<file path="src/hw/rtl/qalu_iter.sv">
// One registered step of the shared divide and square root chain.
// Resolves quotient bit K of four restoring dividers and root bit K of one square root.
// No package dependencies.
module qalu_iter #(
    parameter int W  = 32,
    parameter int K  = 0,
    parameter int NW = 64,
    parameter int SW = 65,
    parameter int DW = 98
) (
    input  logic                 i_clk,
    input  logic                 i_en,
    input  logic [SW-1:0]        i_s,
    input  logic [3:0][NW-1:0]   i_rem,
    input  logic [3:0][W:0]      i_q,
    input  logic [SW-1:0]        i_sq_rem,
    input  logic [W:0]           i_root,
    output logic [SW-1:0]        o_s,
    output logic [3:0][NW-1:0]   o_rem,
    output logic [3:0][W:0]      o_q,
    output logic [SW-1:0]        o_sq_rem,
    output logic [W:0]           o_root
);

    logic [DW-1:0]          trial;
    logic [3:0]             ge;
    logic [3:0][NW-1:0]     n_rem;
    logic [3:0][W:0]        n_q;
    logic [SW:0]            sq_trial;
    logic                   sq_ge;
    logic [SW-1:0]          n_sq_rem;
    logic [W:0]             n_root;

    logic [SW-1:0]          r_s;
    logic [3:0][NW-1:0]     r_rem;
    logic [3:0][W:0]        r_q;
    logic [SW-1:0]          r_sq_rem;
    logic [W:0]             r_root;

    always_comb begin
        trial = DW'(i_s) << K;
        for (int i = 0; i < 4; i++) begin
            ge[i]    = DW'(i_rem[i]) >= trial;
            n_rem[i] = ge[i] ? NW'(DW'(i_rem[i]) - trial) : i_rem[i];
            n_q[i]   = i_q[i];
            n_q[i][K] = ge[i];
        end
        sq_trial = ((SW+1)'(i_root) << (K + 1)) | ((SW+1)'(1) << (2 * K));
        sq_ge    = (SW+1)'(i_sq_rem) >= sq_trial;
        n_sq_rem = sq_ge ? SW'((SW+1)'(i_sq_rem) - sq_trial) : i_sq_rem;
        n_root   = i_root;
        n_root[K] = sq_ge;
    end

    always_ff @(posedge i_clk) begin
        if (i_en) begin
            r_s      <= i_s;
            r_rem    <= n_rem;
            r_q      <= n_q;
            r_sq_rem <= n_sq_rem;
            r_root   <= n_root;
        end
    end

    assign o_s      = r_s;
    assign o_rem    = r_rem;
    assign o_q      = r_q;
    assign o_sq_rem = r_sq_rem;
    assign o_root   = r_root;

endmodule

</file>
<file path="config.mk">
export PLATFORM = sky130hd
export DESIGN_NAME = qalu_iter
export DESIGN_NICKNAME = d
export VERILOG_FILES = /design/src/hw/rtl/qalu_iter.sv
export SDC_FILE = /design/constraint.sdc
export NUM_CORES = 1
export LEC_CHECK = 0
export BUFFER_PORTS_ARGS = -buffer_cell sky130_fd_sc_hd__clkbuf_2
export CORE_AREA = 2 2 431 433
export CTS_CLUSTER_DIAMETER = 150
export DETAILED_ROUTE_END_ITERATION = 16
export DIE_AREA = 0 0 433 435
export MAX_ROUTING_LAYER = met4
export SLEW_MARGIN = 40
export SYNTH_ARGS = -nofsm -noshare
export SYNTH_HDL_FRONTEND = slang
export SYNTH_SLANG_ARGS = --single-unit
</file>
<file path="constraint.sdc">
create_clock -name i_clk -period 5.2 [get_ports i_clk]
set_clock_uncertainty 0.05 [all_clocks]
set_input_delay 0.26 -clock i_clk [delete_from_list [all_inputs] [get_ports i_clk]]
set_output_delay 0.26 -clock i_clk [all_outputs]
set_load 0.05 [all_outputs]
</file>
==> results of run 1 <==
## flip-flops by register name, summed over array words and instances, names as in the netlist
signal / count
o_rem: 256
o_q: 132
o_s: 65
o_sq_rem: 65
o_root: 33
## cell families after synthesis
logic type,after synthesis
xor+xnor,293
mux,24
compound gates,1309
simple gates,1109
flops,551
fa+ha+maj,295
buf+inv,363
## final timing paths
check	start	to	slack, ns
hold / removal	i_sq_rem[16]	o_sq_rem[16]	0.04
setup / recovery	i_s[4]	o_rem[34]	0.53
## per-layer routing
| metal | part of all wire (%) | vias to the layer above | GRT usage (%) |
|---|---|---|---|
| met5 | 0 | - | - |
| met4 | 7.2 | 0 | 14.2 |
| met3 | 5.2 | 456 | 3.44 |
| met2 | 53 | 1647 | 40.7 |
| met1 | 35 | 18700 | 21.7 |
| li1 | - | 18000 | - |
## cell type report
class                      instances  share of cell area (%)
multi-input combinational       3030                    35.9
sequential                       551                    30.2
timing repair buffer            1778                    22.1
tap                             2480                    5.66
clock buffer                      83                    3.59
inverter                         200                    1.37
clock inverter                    55                    1.09
antenna                           30                   0.137
## synth_stat cells, types with 5 or more instances
cell,count
a2111oi_0,8
a211o_1,7
a211oi_1,22
a21boi_0,13
a21o_1,173
a21oi_1,348
a221o_1,6
a221oi_1,9
a311oi_1,8
a31oi_1,38
a41oi_1,9
and2_1,24
and3_1,22
and4_1,5
buf_2,18
buf_4,11
clkbuf_1,131
edfxtp_1,551
fa_1,5
ha_1,290
inv_1,200
mux2_2,16
nand2_1,511
nand2b_1,32
nand3_1,54
nand4_1,82
nor2_1,217
nor2b_1,26
nor3_1,51
nor3b_1,5
nor4_1,19
o211ai_1,18
o21a_1,34
o21ai_0,442
o21ai_1,20
o21bai_1,61
o22ai_1,7
o31a_1,8
o31ai_1,30
o41ai_1,8
or2_2,16
or3_1,23
or4_1,6
xnor2_1,163
xor2_1,130
## power by group through the flow
stage | sequential (mW) | clock (mW) | combinational, mW
final | 5.65 | 5.55 | 6.14
after global routing | 5.69 | 5.87 | 6.52
after CTS | 5.66 | 5.74 | 6.16
after detailed placement | 5.74 | 0 | 5.78
after global placement | 5.74 | 0 | 5.77
after floorplan | 7.26 | 0 | 2.09
## through the flow
stage / power [mW] / utilization [%] / worst slack [ns]
floorplan: 9.35 / - / 1.74
finish: 17.3 / 29.8 / 0.528
detailed placement: 11.5 / 25.4 / 0.471
global placement: 11.5 / 25.4 / 0.120
global route: 18.1 / 29.8 / 0.317
CTS: 17.6 / 29.7 / 0.658
## repair_timing
| action | 4_1_cts | 5_1_grt |
|---|---|---|
| gates resized for setup | 0 | 0 |
| hold buffers | 541 | 0 |
| hold endpoints to repair | 555 | 0 |
==> summary.md, run 1 <==
| Metric | Value |
|---|---|
| Global-route wire length before repair | 288 mm |
| # placed instances | 7,498 |
| Ys flop type | edfxtp_1 |
| Post-Synth XOR/XNOR Area | 6.83% |
| Share of synthesized registers carrying an async set or reset | 0% |
| Crit path buf inv count | 7 |
| Mapped Cells | about 3,900 |
| Synth Area in Adders | slightly below 10% |
| Worst Path Arrival | 5.11 ns |
| Post-synth EDFFs | 551 |
| Area growth syn-to-layout | 45.9% |
| Most frequent cells in the layout | clkbuf_2 (1,098), edfxtp_1 (551), dlygate4sd3_1 (541), nand2_1 (511), o21ai_0 (442) |
| Crit. path cell count | 19 |
| Hold Worst Slack | 0.0413 ns |
| Area of the multi-input gates | slightly below 20,000 sq um |
| Via density | around 4.7 |
| Top cell type's share of synthesized area | between 40 and 50% |
| GRT Overall Usage | 22.2% |
| Hold Vio Cnt, Final | 0 |
| Crit path cell chain | dlygate4sd3_1 > clkbuf_2 > inv_1 > buf_4 > ha_1 > and3_1 > o21ai_0 > nand2_1 > a221oi_2 > o211ai_2 > a21oi_2 > buf_4 > o41ai_2 > a41oi_2 > nor2_2 > a41oi_4 > buf_12 > buf_4 > o21ai_0 |
| Clock Root Buffer | clkbuf_16 |
| Mux contribution to synthesized area | 0.753% |
| Largest net degree at the start of global routing | 118 |
| Kind of critical path | in -> reg |
| Hold WC Path Type | in -> reg |
| Syn Nets | 4,792 |
| Sequential fraction of the synthesis area | 44.0% |
| Max-cap violations | 0 |
| Status | complete, no violations |
| Layout cells sized above 1 | 25.0% |
| Clock network power share | 32.0% |
| Final TNS setup | 0 ns |
| Achievable Freq | 214 MHz |
| Post-synthesis compound-gate area fraction | 21.2% |
| Worst EP required | 5.64 ns |
| WHS Path Cells | 3 |
| Final Max Slew Viols | 0 |
| Register Area | 16,500 sq um |
| Synth unique cells | 86 |
| Pwr dens | 316 nW/um^2 |
| # Post-CTS Setup Buffers | 0 |
| Num ports | 1,104 |
| H-tree Lvls | 3 |
| Dominant cell type by area after synthesis | edfxtp_1 |
| DPL Wire Length | 175 mm |
| Minimum clock period | between 4 and 5 ns |
| Number of global-route vias before repair | about 39,000 |
| Vias post-DR | 38,800 |
| Max-slew headroom | 46.5% |
| Syn Std Cell Area | around 38,000 sq um |
| Routed WL | 212 mm |
| Yosys reg bits | 551 |
| Commonest non-fill, non-tap cell in the layout | clkbuf_2 |
| Synth Warn # | 0 |
| Cell Rows | about 160 |
| Measured slew at the worst slew-check pin | 0.803 ns |
| Simple-gate share of the synthesized area | 13.4% |
| Wirelength per Cell | 25.8 microns |
| Endpoint class of the critical path | register |
| Area of the die | between 150,000 and 200,000 sq um |
| Die width | 433 microns |
| IO buf count | 1,099 |
| Slowest stage delay, CP | approximately 0.7 ns |
| Most frequent CP cell | buf_4 |
| RSZ-0062 raised after global routing | no |
| Slowest cell on crit path | o41ai_2 |
| Gp weighted congestion | 0.962 |
| Initial core utilization | 20.4% |
| P_int | 10.5 mW |
| Post-DRT Antenna Nets | 0 |
| CTS tree | done |
| Grt ovf | 0 |
| Period utilization | 89.8% |
| Nets | 6,484 |
| Max clock buf depth | 3 |
| Core Region | 184,000 sq um |
| Crit Path Max Fanout | 28 |
| Comb power frac | a little over a third |
| Switch Pwr | 6.82 mW |
| Top delay family on crit path | compound AO/OA/AOI/OAI gates |
| Finished Layout Cells | 8,207 |
| Drt first-iter violations | 2,734 |
| CTS Sinks | 551 |
| Max VDD drop | 0.215 mV |
| Mean Syn Cell Area | 9.53 sq um |
| Dpl cell area | 46,800 sq um |
| Pre-antenna DRT Iters | 7 |
| Initial antenna violation count | 41 |
| DRC viols | 0 |
| Setup violations, final | 0 |
| Ranking of synthesized cells by area | edfxtp_1 (44%), ha_1 (9.7%), o21ai_0 (5.9%) |
| CP Launch Type | input port |
| Fill count | 19,200 |
| Lkg Pwr | 23.9 nW |
| Cts bufs inserted | 75 |
| Switching part of the total | 39.3% |
| Sequential share of power | between 30% and 40% |
| Post-route cell area | 54,800 sq um |
| Clock transition at the registers of the reported paths | 0.06 ns |
| Die height | roughly 440 microns |
| Largest family of logic cells by synthesized area | compound AO/OA/AOI/OAI gates |
No activity file was read; power rests on OpenSTA's default activity.
==> inputs of run 2 (changes only) <==
--- a/config.mk
+++ b/config.mk
@@ -10,6 +10,7 @@
 export CTS_CLUSTER_DIAMETER = 150
 export DETAILED_ROUTE_END_ITERATION = 16
 export DIE_AREA = 0 0 433 435
+export HOLD_SLACK_MARGIN = 0.15
 export MAX_ROUTING_LAYER = met4
 export SLEW_MARGIN = 40
 export SYNTH_ARGS = -nofsm -noshare
==> run 2 against run 1 <==
  * Combinational power grew 1%
  * Global-route usage is 0.14 points higher
  * Via count is 0.94% higher
  * Largest cell class unchanged
  * Non-clock buffer count up 81
  * Sequential share of layout area fell by 0.45 points
  * Routed wire length is 0.57% higher
  * Power rose by 0.39%
  * Maximum frequency down 4.5%
  * Final cell count is 1.0% higher
  * Count of clock-buffer cells in the layout unchanged
  * Critical path type unchanged
  * Cell area grew 1.5%
  * First-iteration DRC count is 0.37% higher
==> summary.md, run 2 (synthesized netlist as in run 1, its figures left out) <==
| Metric | Value |
|---|---|
| Met3 WL post-DR | 11.6 mm (was 11.0 mm) |
| GRT Overall Usage | 22.4% (was 22.2%) |
| Achievable Freq | 204 MHz (was 214 MHz) |
| Final Max Slew Viols | 0 (unchanged) |
| Routed WL | 213 mm (was 212 mm) |
| Grt ovf | 0 (unchanged) |
| # placed instances | 7,498 (unchanged) |
| Global-route wire length before repair | 290 mm (was 288 mm) |
| Final TNS setup | 0 ns (unchanged) |
| Wirelength per Cell | 25.7 microns (was 25.8 microns) |
| Most frequent cells in the layout | clkbuf_2 (1,098), dlygate4sd3_1 (622), edfxtp_1 (551), nand2_1 (511), o21ai_0 (442) (was clkbuf_2 (1,098), edfxtp_1 (551), dlygate4sd3_1 (541), nand2_1 (511), o21ai_0 (442)) |
| CTS tree | done (unchanged) |
| Kind of critical path | in -> reg (unchanged) |
| Layout cells sized above 1 | 24.7% (was 25.0%) |
| H-tree Lvls | 3 (unchanged) |
| Area growth syn-to-layout | 48.1% (was 45.9%) |
| Comb power frac | 35.6% (was 35.4%) |
| Lkg Pwr | 24.3 nW (was 23.9 nW) |
| Initial antenna violation count | 44 (was 41) |
| Finished Layout Cells | 8,291 (was 8,207) |
| Final Power | 17.4 mW (was 17.3 mW) |
| IO buf count | 1,099 (unchanged) |
| Max-slew headroom | 47.1% (was 46.5%) |
| M1 WL | 73.8 mm (about the same) |
| Clock network power share | 31.9% (was 32.0%) |
| Max-cap violations | 0 (unchanged) |
| Post-DRT Antenna Nets | 0 (unchanged) |
| DPL Wire Length | 175 mm (unchanged) |
| Cts bufs inserted | 75 (unchanged) |
| Num ports | 1,104 (unchanged) |
| Worst Path Arrival | 5.28 ns (was 5.11 ns) |
| Final core occ | 30.2% (was 29.8%) |
| Max VDD drop | 0.216 mV (was 0.215 mV) |
| P_int | 10.6 mW (was 10.5 mW) |
| Die width | 433 microns (unchanged) |
| Switching part of the total | 39.3% (about the same) |
| Via density | 4.72 (about the same) |
| Pwr dens | 313 nW/um^2 (was 316 nW/um^2) |
| Largest net degree at the start of global routing | 118 (unchanged) |
| Worst EP required | 5.58 ns (was 5.64 ns) |
| Pre-antenna DRT Iters | 7 (unchanged) |
| Die height | 435 microns (unchanged) |
| Status | complete, no violations (unchanged) |
| CP Launch Type | input port (unchanged) |
| Vias post-DR | 39,100 (was 38,800) |
| Drt first-iter violations | 2,744 (was 2,734) |
| Number of global-route vias before repair | 39,700 (was 39,300) |
| RSZ-0062 raised after global routing | no (unchanged) |
| Cell Rows | 158 (unchanged) |
| Measured slew at the worst slew-check pin | 0.794 ns (was 0.803 ns) |
| Clock Root Buffer | clkbuf_16 (unchanged) |
| Gp weighted congestion | 0.962 (unchanged) |
| Period utilization | 94.1% (was 89.8%) |
| Top Layer Used | met4 (unchanged) |
| CTS Sinks | 551 (unchanged) |
| Core Region | 184,000 sq um (unchanged) |
| Area of the die | 188,000 sq um (unchanged) |
| Sequential share of power | 32.5% (was 32.6%) |
| Minimum clock period | 4.89 ns (was 4.67 ns) |
| Switch Pwr | 6.84 mW (was 6.82 mW) |
| Clock transition at the registers of the reported paths | 0.06 ns (about the same) |
| Hold Vio Cnt, Final | 0 (unchanged) |
| Setup violations, final | 0 (unchanged) |
| Crit Path Max Fanout | 27 (was 28) |
| Endpoint class of the critical path | register (unchanged) |
| Hold WC Path Type | in -> reg (unchanged) |
| Nets | 6,565 (was 6,484) |
| Max clock buf depth | 3 (unchanged) |
| DRC viols | 0 (unchanged) |
| Flip-flop count of the largest register after layout | 256 (unchanged) |
| WL met2 | 112 mm (was 111 mm) |
| Commonest non-fill, non-tap cell in the layout | clkbuf_2 (unchanged) |
| Initial core utilization | 20.4% (unchanged) |
[run 2: path summary, 6_finish.rpt]
kind,depth (start not counted),start,end,slack (ns)
max,22,i_s[4],o_rem[195],0.31
min,2,i_q[36],o_q[36],0.24
[run 2: power groups by stage]
stage / Sequential [mW] / Clock (mW) / Combinational [mW]
after floorplan: 7.26 / 0 / 2.09
after global placement: 5.74 / 0 / 5.77
after detailed placement: 5.74 / 0 / 5.78
after CTS: 5.66 / 5.74 / 6.21
after global routing: 5.69 / 5.87 / 6.58
final: 5.65 / 5.55 / 6.20
[run 2: timing repair]
item | CTS | global route
setup endpoints to repair | 0 | 1
endpoints found under the hold margin | 614 | 0
resized for setup | 0 | 1
hold buffers | 622 | 0
buffers inserted | 0 | 0
[run 2: final cells by class]
class	count	area [sq um]
multi-input cells	3030	19700
well taps	2480	3100
diodes	33	82.6
clock buffers	83	1970
clock inverters	55	596
repair buffers	1859	12900
inverters	200	751
fillers	19100	128000
flip-flops and latches	551	16500
[run 2: metrics by stage]
step | setup slack, ns | hold WS [ns] | cell area [sq um]
floorplan | 1.74 | 0.309 | 37600
global placement | 0.120 | 0.387 | 46700
detailed placement | 0.471 | 0.389 | 46800
CTS | 0.305 | 0.150 | 55500
global route | 0.0212 | 0.182 | 55600
finish | 0.306 | 0.241 | 55600
[run 2: critical path: stages]
cell           delay [ns]
dlygate4sd3_1        0.57
clkbuf_2             0.14
inv_1                0.18
buf_4                0.22
ha_1                 0.39
and3_1               0.22
o21ai_1              0.11
a211oi_2             0.23
o31ai_1              0.16
a2111oi_1            0.45
buf_4                0.22
o211ai_1             0.10
buf_4                0.18
o21ai_2              0.18
a31oi_2              0.13
a31oi_2              0.32
a21oi_4              0.11
buf_12               0.17
buf_12               0.19
nand2_1              0.06
o21ai_0              0.06
dlygate4sd3_1        0.55
[run 2: layer usage]
layer,vias up,track usage (%)
met1,18900,21.8
met2,1675,41.0
met5,-,-
li1,18100,-
met4,0,14.4
met3,466,3.46
==> inputs of run 3 (changes only) <==
--- a/config.mk
+++ b/config.mk
@@ -5,7 +5,8 @@
 export SDC_FILE = /design/constraint.sdc
 export NUM_CORES = 1
 export LEC_CHECK = 0
-export BUFFER_PORTS_ARGS = -buffer_cell sky130_fd_sc_hd__clkbuf_2
+export BUFFER_PORTS_ARGS = -buffer_cell sky130_fd_sc_hd__buf_4
+export CAP_MARGIN = 20
 export CORE_AREA = 2 2 431 433
 export CTS_CLUSTER_DIAMETER = 150
 export DETAILED_ROUTE_END_ITERATION = 16
==> run 3 against run 2 <==
  * Via count is 1.1% higher
  * Core utilization is 2.0 points higher
  * Cell area is 6.6% higher
  * Critical path depth is 3 lower
  * Combinational power is 7.9% higher
  * First-iteration DRC count is 16% lower
  * Maximum frequency is 4.9% lower
  * Clock power is 2% higher
  * Sequential share of layout area is 1.8 points lower
==> summary.md, run 3 (synthesized netlist as in run 1, its figures left out) <==
| Metric | Value |
|---|---|
| Status | complete, no violations (unchanged) |
| Wirelength per Cell | 25.9 microns (was 25.7 microns) |
| Drt first-iter violations | 2,311 (was 2,744) |
| Hold Vio Cnt, Final | 0 (unchanged) |
| Pre-antenna DRT Iters | 6 (was 7) |
| Max-slew headroom | 41.4% (was 47.1%) |
| Worst EP required | 5.61 ns (was 5.58 ns) |
| Setup violations, final | 0 (unchanged) |
| GRT Overall Usage | 22.8% (was 22.4%) |
| Num ports | 1,104 (unchanged) |
| Final Max Slew Viols | 0 (unchanged) |
| Area growth syn-to-layout | 57.8% (was 48.1%) |
| Post-DRT Antenna Nets | 0 (unchanged) |
| Slowest stage delay, CP | 0.56 ns (was 0.57 ns) |
| Hold WC Path Type | in -> reg (unchanged) |
| Kind of critical path | in -> reg (unchanged) |
| Die height | 435 microns (unchanged) |
| Minimum clock period | 5.15 ns (was 4.89 ns) |
| Measured slew at the worst slew-check pin | 0.872 ns (was 0.794 ns) |
| Period utilization | 99.0% (was 94.1%) |
| Layout cells sized above 1 | 24.4% (was 24.7%) |
| Area of the die | 188,000 sq um (unchanged) |
| Switching part of the total | 38.4% (was 39.3%) |
| # resized after CTS | 0 (unchanged) |
| Initial antenna violation count | 55 (was 44) |
| Final Power | 18.0 mW (was 17.4 mW) |
| Max VDD drop | 0.258 mV (was 0.216 mV) |
| Final TNS setup | 0 ns (unchanged) |
| Endpoint class of the critical path | register (unchanged) |
| RSZ-0062 raised after global routing | no (unchanged) |
| Comb power frac | 37.2% (was 35.6%) |
| Vias post-DR | 39,500 (was 39,100) |
| # placed instances | 7,505 (was 7,498) |
| CP Launch Type | input port (unchanged) |
| Worst Path Arrival | 5.56 ns (was 5.28 ns) |
| Final Worst Setup Slack | 0.0522 ns (was 0.306 ns) |
| H-tree Lvls | 3 (unchanged) |
| Routed WL | 217 mm (was 213 mm) |
| Slowest cell on crit path | o31ai_1 (was dlygate4sd3_1) |
| # Post-CTS Setup Buffers | 0 (unchanged) |
| Pre-CTS setup slack | 0.550 ns (was 0.471 ns) |
| Most frequent cells in the layout | buf_4 (1,229), dlygate4sd3_1 (694), edfxtp_1 (551), nand2_1 (511), o21ai_0 (442) (was clkbuf_2 (1,098), dlygate4sd3_1 (622), edfxtp_1 (551), nand2_1 (511), o21ai_0 (442)) |
| Cts bufs inserted | 75 (unchanged) |
| Clock network power share | 31.4% (was 31.9%) |
| Sequential share of power | 31.5% (was 32.5%) |
| Crit path cell chain | dlygate4sd3_1 > buf_4 > inv_1 > ha_1 > nor2b_1 > o31a_1 > o31ai_1 > a2111oi_1 > buf_4 > o32ai_1 > buf_4 > nand3_1 > o21ai_1 > o21ai_1 > a221oi_2 > o41ai_1 > xnor2_1 > o21ai_1 > dlygate4sd3_1 (was dlygate4sd3_1 > clkbuf_2 > inv_1 > buf_4 > ha_1 > and3_1 > o21ai_1 > a211oi_2 > o31ai_1 > a2111oi_1 > buf_4 > o211ai_1 > buf_4 > o21ai_2 > a31oi_2 > a31oi_2 > a21oi_4 > buf_12 > buf_12 > nand2_1 > o21ai_0 > dlygate4sd3_1) |
| Hold Worst Slack | 0.209 ns (was 0.241 ns) |
| Initial core utilization | 20.4% (unchanged) |
| Clock Root Buffer | clkbuf_16 (unchanged) |
| Number of global-route vias before repair | 40,500 (was 39,700) |
| DRC viols | 0 (unchanged) |
| Largest net degree at the start of global routing | 143 (was 118) |
| CTS Sinks | 551 (unchanged) |
| P_int | 11.1 mW (was 10.6 mW) |
| Global-route wire length before repair | 297 mm (was 290 mm) |
| Grt ovf | 0 (unchanged) |
| CTS tree | done (unchanged) |
| IO buf count | 1,099 (unchanged) |
| Clock transition at the registers of the reported paths | 0.07 ns (was 0.06 ns) |
| Max clock buf depth | 3 (unchanged) |
| Flip-flop count of the largest register after layout | 256 (unchanged) |
| Finished Layout Cells | 8,372 (was 8,291) |
| Core Region | 184,000 sq um (unchanged) |
| DPL Wire Length | 176 mm (was 175 mm) |
| Crit Path Max Fanout | 4 (was 27) |
| Commonest non-fill, non-tap cell in the layout | buf_4 (was clkbuf_2) |
| Achievable Freq | 194 MHz (was 204 MHz) |
| Lkg Pwr | 25.4 nW (was 24.3 nW) |
| Cell Rows | 158 (unchanged) |
| Pwr dens | 303 nW/um^2 (was 313 nW/um^2) |
| Nets | 6,647 (was 6,565) |
| Max-cap violations | 0 (unchanged) |
| Gp weighted congestion | 0.955 (was 0.962) |
| Die width | 433 microns (unchanged) |
| Via density | 4.72 (about the same) |
| Switch Pwr | 6.91 mW (was 6.84 mW) |
## run 3: per-layer routing
metal  up-vias  GRT usage [%]  wire length (microns)
met5         -              -                      0
met4         0           13.1                  14100
met3       467           3.99                  12000
met2      1659           42.3                 116000
met1     19100           22.1                  74900
li1      18300              -                      -
## run 3: path summary, 6_finish.rpt
check / end / depth (start not counted) / startpoint / slack (ns)
max: o_rem[127] / 19 / i_s[1] / 0.05
min: o_q[120] / 2 / i_q[120] / 0.21
## run 3: metrics by stage
step | area, sq um | utilization (%)
finish | 59300 | 32.2
global route | 59300 | 32.2
CTS | 59200 | 32.1
detailed placement | 49600 | 26.9
global placement | 49600 | 26.9
floorplan | 37600 | -
## run 3: layout make-up
type,instances,area [sq um]
Timing Repair Buffer,1941,16600
Clock inverter,57,741
Antenna cell,32,80.1
Fill cell,18800,125000
Sequential cell,551,16500
Clock buffer,81,1900
Inverter,200,751
Tap cell,2480,3100
Multi-Input combinational cell,3030,19600
## run 3: worst max-delay path: cells and delay by family
kind,cells,cell delay (ns)
compound gates,9,2.48
xor+xnor,1,0.20
fa+ha+maj,1,0.32
buf+inv,6,1.97
simple gates,2,0.30
## run 3: repair_timing
action,4_1_cts,5_1_grt
hold buffers,694,0
endpoints found under the setup margin,0,0
endpoints found under the hold margin,589,0
## run 3: power by group through the flow
stage / combinational [mW] / sequential [mW] / clock (mW)
global route: 7.06 / 5.69 / 5.95
CTS: 6.68 / 5.66 / 5.81
floorplan: 2.09 / 7.26 / 0
detailed placement: 6.19 / 5.74 / 0
finish: 6.69 / 5.66 / 5.65
global placement: 6.18 / 5.75 / 0
